==> src/hdl/dv_cip_transmit_pacer_macros.svh <==
// Assertion macros shared by the transmit pacer modules.
// Users must have clk_i and rst_ni in scope.
`ifndef DV_CIP_TRANSMIT_PACER_MACROS_SVH
`define DV_CIP_TRANSMIT_PACER_MACROS_SVH

// Checked on every rising edge outside reset.
`define DVP_ASSERT(name, prop, msg) \
  name: assert property (@(posedge clk_i) disable iff (!rst_ni) (prop)) else $error(msg);

// Checked on every rising edge, reset included.
`define DVP_ASSERT_ALWAYS(name, prop, msg) \
  name: assert property (@(posedge clk_i) (prop)) else $error(msg);

`endif

==> src/hdl/dvp_pkg.sv <==
// Types and constants for the DV CIP transmit pacer.
// No dependencies; used by every module of the block.
package dvp_pkg;

  localparam int unsigned NumWidth    = 12;
  localparam int unsigned PeriodWidth = 10;
  localparam int unsigned OffsetWidth = 4;
  localparam int unsigned CycleWidth  = 13;
  localparam int unsigned DropWidth   = 16;
  localparam int unsigned StampWidth  = 16;
  localparam int unsigned CountWidth  = 8;
  localparam int unsigned BytesWidth  = 13;
  localparam int unsigned SumWidth    = 32;

  localparam logic [NumWidth-1:0]    NumeratorReset   = 12'd1;
  localparam logic [NumWidth-1:0]    DenominatorReset = 12'd16;
  localparam logic [PeriodWidth-1:0] PeriodReset      = 10'd300;
  localparam logic [OffsetWidth-1:0] OffsetReset      = 4'd3;

  localparam logic [StampWidth-1:0]  NoStamp     = 16'hFFFF;
  localparam int unsigned            HeaderBytes = 8;

  typedef enum logic [1:0] {
    RegNumerator   = 2'd0,
    RegDenominator = 2'd1,
    RegPeriod      = 2'd2,
    RegOffset      = 2'd3
  } dvp_reg_e;

  typedef struct packed {
    logic [NumWidth-1:0]    numerator;
    logic [NumWidth-1:0]    denominator;
    logic [PeriodWidth-1:0] period;
    logic [OffsetWidth-1:0] offset;
  } dvp_cfg_t;

  typedef struct packed {
    logic [StampWidth-1:0] stamp;
    logic [CountWidth-1:0] block_count;
    logic                  has_data;
    logic [BytesWidth-1:0] packet_bytes;
    logic [SumWidth-1:0]   dropped_sum;
  } dvp_result_t;

endpackage

==> src/hdl/dvp_apb_regs.sv <==
// APB register file holding the pacing and timestamp configuration.
// Depends on dvp_pkg.
module dvp_apb_regs (
  input  logic             clk_i,
  input  logic             rst_ni,
  input  logic             psel,
  input  logic             penable,
  input  logic             pwrite,
  input  logic [3:0]       paddr,
  input  logic [31:0]      pwdata,
  output logic [31:0]      prdata,
  output logic             pready,
  output dvp_pkg::dvp_cfg_t cfg_o
);

  dvp_pkg::dvp_cfg_t cfg_q, cfg_d;
  dvp_pkg::dvp_reg_e reg_sel;
  logic              wr_en;

  assign pready  = 1'b1;
  assign reg_sel = dvp_pkg::dvp_reg_e'(paddr[3:2]);
  assign wr_en   = psel && penable && pwrite && pready;

  always_comb begin
    cfg_d = cfg_q;
    if (wr_en) begin
      unique case (reg_sel)
        dvp_pkg::RegNumerator:   cfg_d.numerator   = pwdata[dvp_pkg::NumWidth-1:0];
        dvp_pkg::RegDenominator: cfg_d.denominator = pwdata[dvp_pkg::NumWidth-1:0];
        dvp_pkg::RegPeriod:      cfg_d.period      = pwdata[dvp_pkg::PeriodWidth-1:0];
        dvp_pkg::RegOffset:      cfg_d.offset      = pwdata[dvp_pkg::OffsetWidth-1:0];
        default:                 cfg_d = cfg_q;
      endcase
    end
  end

  always_comb begin
    unique case (reg_sel)
      dvp_pkg::RegNumerator:   prdata = 32'(cfg_q.numerator);
      dvp_pkg::RegDenominator: prdata = 32'(cfg_q.denominator);
      dvp_pkg::RegPeriod:      prdata = 32'(cfg_q.period);
      dvp_pkg::RegOffset:      prdata = 32'(cfg_q.offset);
      default:                 prdata = 32'd0;
    endcase
  end

  always_ff @(posedge clk_i or negedge rst_ni) begin
    if (!rst_ni) begin
      cfg_q.numerator   <= dvp_pkg::NumeratorReset;
      cfg_q.denominator <= dvp_pkg::DenominatorReset;
      cfg_q.period      <= dvp_pkg::PeriodReset;
      cfg_q.offset      <= dvp_pkg::OffsetReset;
    end else begin
      cfg_q <= cfg_d;
    end
  end

  assign cfg_o = cfg_q;

endmodule

==> src/hdl/dvp_pace_core.sv <==
// Pacing decision, timestamp and counters for one packet slot.
// Depends on dvp_pkg and dv_cip_transmit_pacer_macros.svh.
`include "dv_cip_transmit_pacer_macros.svh"

module dvp_pace_core #(
  parameter int unsigned BLOCK_BYTES = 480
) (
  input  logic                             clk_i,
  input  logic                             rst_ni,
  input  logic                             advance_i,
  input  dvp_pkg::dvp_cfg_t                cfg_i,
  input  logic [dvp_pkg::CycleWidth-1:0]   bus_cycle_i,
  input  logic [dvp_pkg::DropWidth-1:0]    dropped_count_i,
  output dvp_pkg::dvp_result_t             res_o
);

  localparam logic [dvp_pkg::BytesWidth-1:0] DataBytes =
    dvp_pkg::BytesWidth'(dvp_pkg::HeaderBytes + BLOCK_BYTES);
  localparam logic [dvp_pkg::BytesWidth-1:0] EmptyBytes =
    dvp_pkg::BytesWidth'(dvp_pkg::HeaderBytes);

  logic [dvp_pkg::NumWidth-1:0]    acc_q, acc_d;
  logic [dvp_pkg::CountWidth-1:0]  cont_q, cont_d;
  logic [dvp_pkg::PeriodWidth-1:0] pos_q, pos_d;
  logic [dvp_pkg::SumWidth-1:0]    total_q, total_d;

  logic [dvp_pkg::NumWidth-1:0]    gap;
  logic [dvp_pkg::PeriodWidth:0]   pos_next;
  logic [dvp_pkg::OffsetWidth-1:0] stamp_nib;
  logic                            has_data;

  always_comb begin
    gap       = cfg_i.denominator - cfg_i.numerator;
    stamp_nib = bus_cycle_i[dvp_pkg::OffsetWidth-1:0] + cfg_i.offset;
    pos_next  = {1'b0, pos_q} + 1'b1;

    acc_d = acc_q;
    if (cfg_i.numerator >= cfg_i.denominator) begin
      has_data = 1'b1;
    end else if (acc_q > gap) begin
      has_data = 1'b0;
      acc_d    = acc_q - gap;
    end else begin
      has_data = 1'b1;
      acc_d    = acc_q + cfg_i.numerator;
    end

    cont_d = cont_q;
    pos_d  = pos_q;
    if (has_data) begin
      cont_d = cont_q + 1'b1;
      pos_d  = (pos_next >= {1'b0, cfg_i.period}) ? '0 : pos_next[dvp_pkg::PeriodWidth-1:0];
    end

    total_d = total_q + dvp_pkg::SumWidth'(dropped_count_i);

    res_o.stamp        = (pos_q == '0) ? {stamp_nib, 12'h000} : dvp_pkg::NoStamp;
    res_o.block_count  = cont_q;
    res_o.has_data     = has_data;
    res_o.packet_bytes = has_data ? DataBytes : EmptyBytes;
    res_o.dropped_sum  = total_d;
  end

  // Commit state only when the slot moves into the result register.
  always_ff @(posedge clk_i or negedge rst_ni) begin
    if (!rst_ni) begin
      acc_q   <= '0;
      cont_q  <= '0;
      pos_q   <= '0;
      total_q <= '0;
    end else if (advance_i) begin
      acc_q   <= acc_d;
      cont_q  <= cont_d;
      pos_q   <= pos_d;
      total_q <= total_d;
    end
  end

  `DVP_ASSERT(a_acc_hold_full_rate,
    advance_i && (cfg_i.numerator >= cfg_i.denominator) |=> $stable(acc_q),
    "rate accumulator moved while every slot carries data")
  `DVP_ASSERT(a_empty_keeps_counters,
    advance_i && !res_o.has_data |=> $stable(cont_q) && $stable(pos_q),
    "empty packet changed continuity or period position")
  `DVP_ASSERT(a_stamp_only_at_period_start,
    res_o.stamp != dvp_pkg::NoStamp |-> pos_q == '0,
    "timestamp issued away from period start")

endmodule

==> src/hdl/dv_cip_transmit_pacer.sv <==
// DV CIP transmit pacer: one input slot per bus cycle, one packet descriptor out.
// Channels: s_axis carries {dropped_count, bus_cycle}; m_axis carries the packet
// descriptor (stamp, block_count, packet_bytes, dropped_sum in tdata, has_data
// in tuser). APB port sets numerator, denominator, stamp period and offset.
// A transaction accepted on s_axis passes the input register, then the result
// register, before it is presented on m_axis. Throughput: one transaction per
// cycle unless the receiver stalls; one pass of decision logic between registers.
// Reset restores PAL defaults (1/16, period 300, offset 3) and clears the
// accumulator, continuity counter, period position and dropped total.
// When the receiver stalls, the result register holds and the input register
// still takes one more transaction; s_axis_tready drops only when both are
// full. Depends on dvp_pkg, dvp_apb_regs, dvp_pace_core and the macro header.
`include "dv_cip_transmit_pacer_macros.svh"

module dv_cip_transmit_pacer #(
  parameter int unsigned BLOCK_BYTES = 480
) (
  input  logic        clk_i,
  input  logic        rst_ni,
  input  logic        s_axis_tvalid,
  output logic        s_axis_tready,
  input  logic [31:0] s_axis_tdata,   // [12:0] bus_cycle, [28:13] dropped_count
  output logic        m_axis_tvalid,
  input  logic        m_axis_tready,
  output logic [71:0] m_axis_tdata,   // [15:0] stamp, [23:16] block_count,
                                      // [36:24] packet_bytes, [68:37] dropped_sum
  output logic        m_axis_tuser,   // [0] has_data
  input  logic        psel,
  input  logic        penable,
  input  logic        pwrite,
  input  logic [3:0]  paddr,
  input  logic [31:0] pwdata,
  output logic [31:0] prdata,
  output logic        pready
);

  localparam int unsigned CycLsb  = 0;
  localparam int unsigned DropLsb = CycLsb + dvp_pkg::CycleWidth;

  dvp_pkg::dvp_cfg_t    cfg;
  dvp_pkg::dvp_result_t res;

  logic                           in_valid_q, in_valid_d;
  logic [dvp_pkg::CycleWidth-1:0] in_cycle_q;
  logic [dvp_pkg::DropWidth-1:0]  in_drop_q;
  logic                           out_valid_q, out_valid_d;
  dvp_pkg::dvp_result_t           out_res_q;
  logic                           advance;
  logic                           in_take;

  dvp_apb_regs u_regs (
    .clk_i   (clk_i),
    .rst_ni  (rst_ni),
    .psel    (psel),
    .penable (penable),
    .pwrite  (pwrite),
    .paddr   (paddr),
    .pwdata  (pwdata),
    .prdata  (prdata),
    .pready  (pready),
    .cfg_o   (cfg)
  );

  dvp_pace_core #(
    .BLOCK_BYTES (BLOCK_BYTES)
  ) u_core (
    .clk_i           (clk_i),
    .rst_ni          (rst_ni),
    .advance_i       (advance),
    .cfg_i           (cfg),
    .bus_cycle_i     (in_cycle_q),
    .dropped_count_i (in_drop_q),
    .res_o           (res)
  );

  assign advance       = in_valid_q && (!out_valid_q || m_axis_tready);
  assign s_axis_tready = !in_valid_q || advance;
  assign in_take       = s_axis_tvalid && s_axis_tready;

  always_comb begin
    in_valid_d = in_valid_q;
    if (s_axis_tready) begin
      in_valid_d = s_axis_tvalid;
    end
    out_valid_d = out_valid_q;
    if (advance) begin
      out_valid_d = 1'b1;
    end else if (m_axis_tready) begin
      out_valid_d = 1'b0;
    end
  end

  always_ff @(posedge clk_i or negedge rst_ni) begin
    if (!rst_ni) begin
      in_valid_q  <= 1'b0;
      out_valid_q <= 1'b0;
    end else begin
      in_valid_q  <= in_valid_d;
      out_valid_q <= out_valid_d;
    end
  end

  // Payload registers: load on transaction, no reset needed.
  always_ff @(posedge clk_i) begin
    if (in_take) begin
      in_cycle_q <= s_axis_tdata[DropLsb-1:CycLsb];
      in_drop_q  <= s_axis_tdata[DropLsb+dvp_pkg::DropWidth-1:DropLsb];
    end
    if (advance) begin
      out_res_q <= res;
    end
  end

  assign m_axis_tvalid = out_valid_q;
  assign m_axis_tuser  = out_res_q.has_data;
  assign m_axis_tdata  = {3'b000, out_res_q.dropped_sum, out_res_q.packet_bytes,
                          out_res_q.block_count, out_res_q.stamp};

  `DVP_ASSERT(a_no_overwrite,
    out_valid_q && !m_axis_tready |-> !advance,
    "result register overwritten while stalled")
  `DVP_ASSERT(a_input_held,
    in_valid_q && !advance |=> in_valid_q,
    "pending input slot lost")
  `DVP_ASSERT_ALWAYS(a_bytes_match_flag,
    !m_axis_tvalid || (out_res_q.packet_bytes ==
      (out_res_q.has_data ? dvp_pkg::BytesWidth'(dvp_pkg::HeaderBytes + BLOCK_BYTES)
                          : dvp_pkg::BytesWidth'(dvp_pkg::HeaderBytes))),
    "packet length disagrees with data flag")

endmodule
==> config.mk <==
export PLATFORM = sky130hd
export DESIGN_NAME = dv_cip_transmit_pacer
export DESIGN_NICKNAME = d
export VERILOG_FILES = /design/src/hdl/dvp_pkg.sv /design/src/hdl/dvp_apb_regs.sv /design/src/hdl/dvp_pace_core.sv /design/src/hdl/dv_cip_transmit_pacer.sv
export VERILOG_INCLUDE_DIRS = /design/src /design/src/hdl
export SDC_FILE = /design/constraint.sdc
export NUM_CORES = 1
export LEC_CHECK = 0
export BUFFER_PORTS_ARGS = -buffer_cell sky130_fd_sc_hd__buf_2
export CAP_MARGIN = 20
export CORE_MARGIN = 8
export CORE_UTILIZATION = 30
export CTS_CLUSTER_SIZE = 8
export DETAILED_ROUTE_END_ITERATION = 8
export MAX_ROUTING_LAYER = met4
export PLACE_DENSITY = 0.57
export SYNTH_ARGS = -nofsm -noshare
export SYNTH_HDL_FRONTEND = slang
export SYNTH_HIERARCHICAL = 1
export SYNTH_SLANG_ARGS = --single-unit
==> constraint.sdc <==
create_clock -name clk_i -period 7.9 [get_ports clk_i]
set_clock_uncertainty 0.15 [all_clocks]
set_input_delay 0.395 -clock clk_i [delete_from_list [all_inputs] [get_ports clk_i]]
set_output_delay 0.395 -clock clk_i [all_outputs]
set_load 0.02 [all_outputs]
# Word level (Yosys, flattened, before mapping)
# Cells that the tools add are included.
# op_classes
add_sub_neg	7
reduce_logical	17
n_lt_le_gt_ge	3
bitwise_logic	1
muxes	9
n_eq_ne	3
# op_table
operator	n
$pmux 32 s4	1
$add 32x16->32	1
$mux 12	2
$sub 12x12->12	2
$add 12x12->12	1
$ge 12x12->1	1
$gt 12x12->1	1
$reduce_and 2->1	6
$add 10x1->11 const B	1
$ge 11x10->1	1
$logic_not 10->1	1
$mux 10	1
$mux 9	1
$add 8x1->8 const B	1
$add 4x4->4	1
$eq 2x2->1 const B	2
$logic_and 1x1->1	4
$mux 1	4
$eq 2x1->1 const B	1
$logic_not 1->1	2
$logic_not 2->1	1
$logic_or 1x1->1	2
$reduce_bool 2->1	1
$not 1->1	1
# word_totals
reg_bits	192
wordCells	58
out_inout_bits	108

# Depth between registers and ports, before layout
# logic_depth
depth_word	5
mapped_depth	19

# Cells and area by module
# Netlist, hierarchy kept.
# modules_own_cells
mod	instances	seq_area_each_um2	cells_per_inst	area_each_um2
dvp_pace_core	1	1551.5	706	6068.3
dv_cip_transmit_pacer	1	3022.9	111	3103.0
dvp_apb_regs	1	960.9	138	1953.1

# Worst setup path after synthesis
# Ideal clock, no wire load.
# synth_timing
path_type	register to register
from	register u_regs.cfg_q (netlist bit u_regs/cfg_o[26])
to	register out_res_q (netlist bit m_axis_tdata[29]) (data pin)
path_stages_with_launch	18
slack_ps	3799
synth_period_minus_slack_ps	4101
setup_ps	251
required_time_ps	7499
arrival_ps	3700
path_cell_list	dfstp_2 -> ha_1 -> inv_1 -> fa_1 -> a211oi_1 -> o211ai_1 -> nand3b_1 -> o21ai_0 -> a21oi_1 -> xor2_1 -> ha_1 -> nand2_1 -> o21a_1 -> o21a_1 -> a211oi_2 -> buf_2 -> nand2_1 -> buf_4
# synth_lines
item	line_no	text
start, declared	dvp_apb_regs.sv:16	dvp_pkg::dvp_cfg_t cfg_q, cfg_d;
start signal, assigned	dvp_apb_regs.sv:54	cfg_q <= cfg_d;
end signal, assigned	dv_cip_transmit_pacer.sv:110	out_res_q <= res;
end, declared	dv_cip_transmit_pacer.sv:47	dvp_pkg::dvp_result_t out_res_q;

# Worst setup path after layout
# layout_timing
from	register u_regs.cfg_q (netlist bit u_regs/cfg_o[26])
to	register u_core/cont_q[1] (netlist bit)
# layout_via
elab_chain_len	5
elab_cells_between_ends	6
classes_between	1 x add/sub; 2 x order compare; 2 x mux; 1 x reduce/logical
# layout_rtl
item	line_no	text
$sub 12x12->12	dvp_pace_core.sv:33	gap = cfg_i.denominator - cfg_i.numerator;
$gt 12x12->1	dvp_pace_core.sv:40	end else if (acc_q > gap) begin
$mux 1	dvp_pace_core.sv:40	
$mux 1 *	dvp_pace_core.sv:38	if (cfg_i.numerator >= cfg_i.denominator) begin
$reduce_and 2->1 (no source line) *	n/a	
end signal, assigned	dvp_pace_core.sv:73	cont_q <= cont_d;
end, declared	dvp_pace_core.sv:23	logic [dvp_pkg::CountWidth-1:0] cont_q, cont_d;
# Mark *: on every way between the ends. The rest lies on a longest branch, timed or not.
# A chain may end at the register's enable or synchronous reset.

==> qor.yml <==
finalSetupViolCount: 0
fin_util_pct: 35.0
period_needed_ns: 4.88
slew_headroom_pct: 46.8
path_max_fanout: 16
antenna_found_initial: 2
internal-power_uw: 2800
path_clk_slew_ns: 0.07
wl_met2_um: 11800
cts_made_buffers: 17
fmax_mhz: 205
worstRegToRegCells: 17
cts-root-buf: "clkbuf_16"
drc: 0
core_area_mm2: 0.0356
cts_max_level: 4
cp-start-kind: "flip-flop"
via_per_inst: 4.68
reg2reg_from: "u_regs/cfg_o[26]"
setup_tns_ns: 0
ir_drop_mv: 0.232
min_path_type: "primary input to flip-flop"
final_net_count: 1219
min_path_cells: 2
p_switching_uw: 2010
cts_tree: "built"
powerDensity_mw_per_mm2: 386
grt_usage_pct: 12.1
arrival_ns: 5.07
p_sw_share_pct: 41.9
grt_max_degree: 54
syn_area_mm2: 0.0109
critical_path.max_stage_delay_ns: 0.66
die_y_um: 206
cp-endpoint: "u_core/cont_q[1]"
grt_pass1_wl_um: 39300
power_frac_clock_pct: 17.1
layout-drive-gt1-share_pct: 22.7
required_ns: 8.09
seqPwrFrac_pct: 32.8
die_area_mm2: 0.0425
initial_core_util_pct: 30.5
cts_sinks: 192
cts_resized: 0
reg2reg_to: "u_core/cont_q[1]"
wl_met3_um: 832
first_iter_violations: 278
vias: 7246
hold_violations: 0
criticalPathCategory: "flip-flop to flip-flop"
cp.depth: 17
status: "complete, no violations"
yosys_warnings: 6
grt_overflow_total: 0
syn_avg_cell_area_um2: 11.5
drt_pass1_iterations: 7
grt_pass1_vias: 7352
comb_power_share_pct: 50.1
r2r_slack_ns: 3.02
numPortBuffers: 124
gp_congestion: 0.784
clock_latency_ns: 0.45
met1_length_um: 11600
holdBufCountCts: 22
drv_slew: 0
p_leak_uw: 0.00534
critPathLaunch: "u_regs/cfg_o[26]"
maxCapViolCount: 0
cp_cell_sequence: "ha_1 > inv_1 > fa_1 > a211oi_1 > o211ai_1 > nand3b_1 > o21ai_0 > a21oi_1 > xor2_1 > ha_1 > nand2_1 > o21a_1 > o21a_1 > a211oi_2 > buf_4 > a21oi_2 > mux2_2"
path_buf_inv: 2
rsz0062_at_grt: "no"
critPathSlowestCell: "a21oi_2"
syn2layout_area_growth_pct: 14.7
tightest_slew_ns: 0.798
synth_cells: 946
top_layer: "met4"
routed_wl_um: 24600
wl_per_cell_um: 15.9
die_width_um: 206
period_share_pct: 61.8
post_cts_buffers: 0
cts_buffer_depth: 2
rows: 69
ant_nets: 0
cp_top_family: "compound AO/OA/AOI/OAI gates"
cp-end-kind: "flip-flop"
pin_count: 183
hpwl_um: 18200
[metrics by stage]
step | instances | hold WS [ns] | power [uW] | cell area (um2) | setup slack (ns)
after floorplan | 974 | -0.0506 | 3490 | 11000 | 3.80
after CTS | 1546 | 0.0171 | 4870 | 12400 | 2.97
after global placement | 1492 | 0.308 | 3960 | 11700 | 3.04
final | 1548 | 0.0418 | 4810 | 12400 | 3.02
after detailed placement | 1492 | 0.316 | 4010 | 11700 | 2.99
after global routing | 1548 | 0.0365 | 5210 | 12400 | 2.63
[area by class of cell]
type	instances	area (um2)
Multi-Input combinational cell	659	4990
Inverter	51	191
Clock buffer	19	433
Fill cell	3613	23100
Tap cell	461	577
Timing Repair Buffer	151	881
Clock inverter	13	101
Antenna cell	2	5.00
Sequential cell	192	5270
[power groups by stage]
stage	clock network [uW]	logic [uW]	registers [uW]
after detailed placement	0	2410	1600
after global routing	894	2690	1620
after CTS	854	2430	1580
after floorplan	0	1840	1650
final	822	2410	1580
after global placement	0	2370	1590
[flip-flops by register name, summed over array words and instances (netlist names)]
signal,flops
m_axis_tdata,69
u_regs/cfg_o,38
u_core/total_q,32
in_drop_q,16
u_core/acc_q,12
u_core/pos_q,10
u_core/cont_q,8
in_cycle_q,4
in_valid_q,1
m_axis_tuser,1
m_axis_tvalid,1
[per-layer routing]
metal,up-vias,GRT usage [%]
met5,-,-
met4,0,4.08
met3,21,2.49
met2,114,19.2
met1,3526,15.2
li1,3585,-
[worst min-delay path by stage]
stage	startpoint	end	slack [ns]
3_5_place_dp	u_core/cont_q[7]	m_axis_tdata[23]	0.32
4_1_cts	pwdata[11]	u_regs/cfg_o[25]	0.02
6_report	pwdata[11]	u_regs/cfg_o[25]	0.04
3_3_place_gp	u_core/cont_q[7]	m_axis_tdata[23]	0.31
2_1_floorplan	rst_ni	in_valid_q	-0.05
5_1_grt	pwdata[10]	u_regs/cfg_o[24]	0.04
[cell usage in the layout, fill, tap and decap left out, drive strengths merged, types with 36 or more instances in the layout]
master,instances
buf,129
nand2,68
edfxtp,90
o21ai,47
xnor2,46
dfrtp,94
xor2,39
nor2,36
ha,67
mux2,52
a21oi,39
inv,57
No activity file was read; power rests on OpenSTA's default activity.
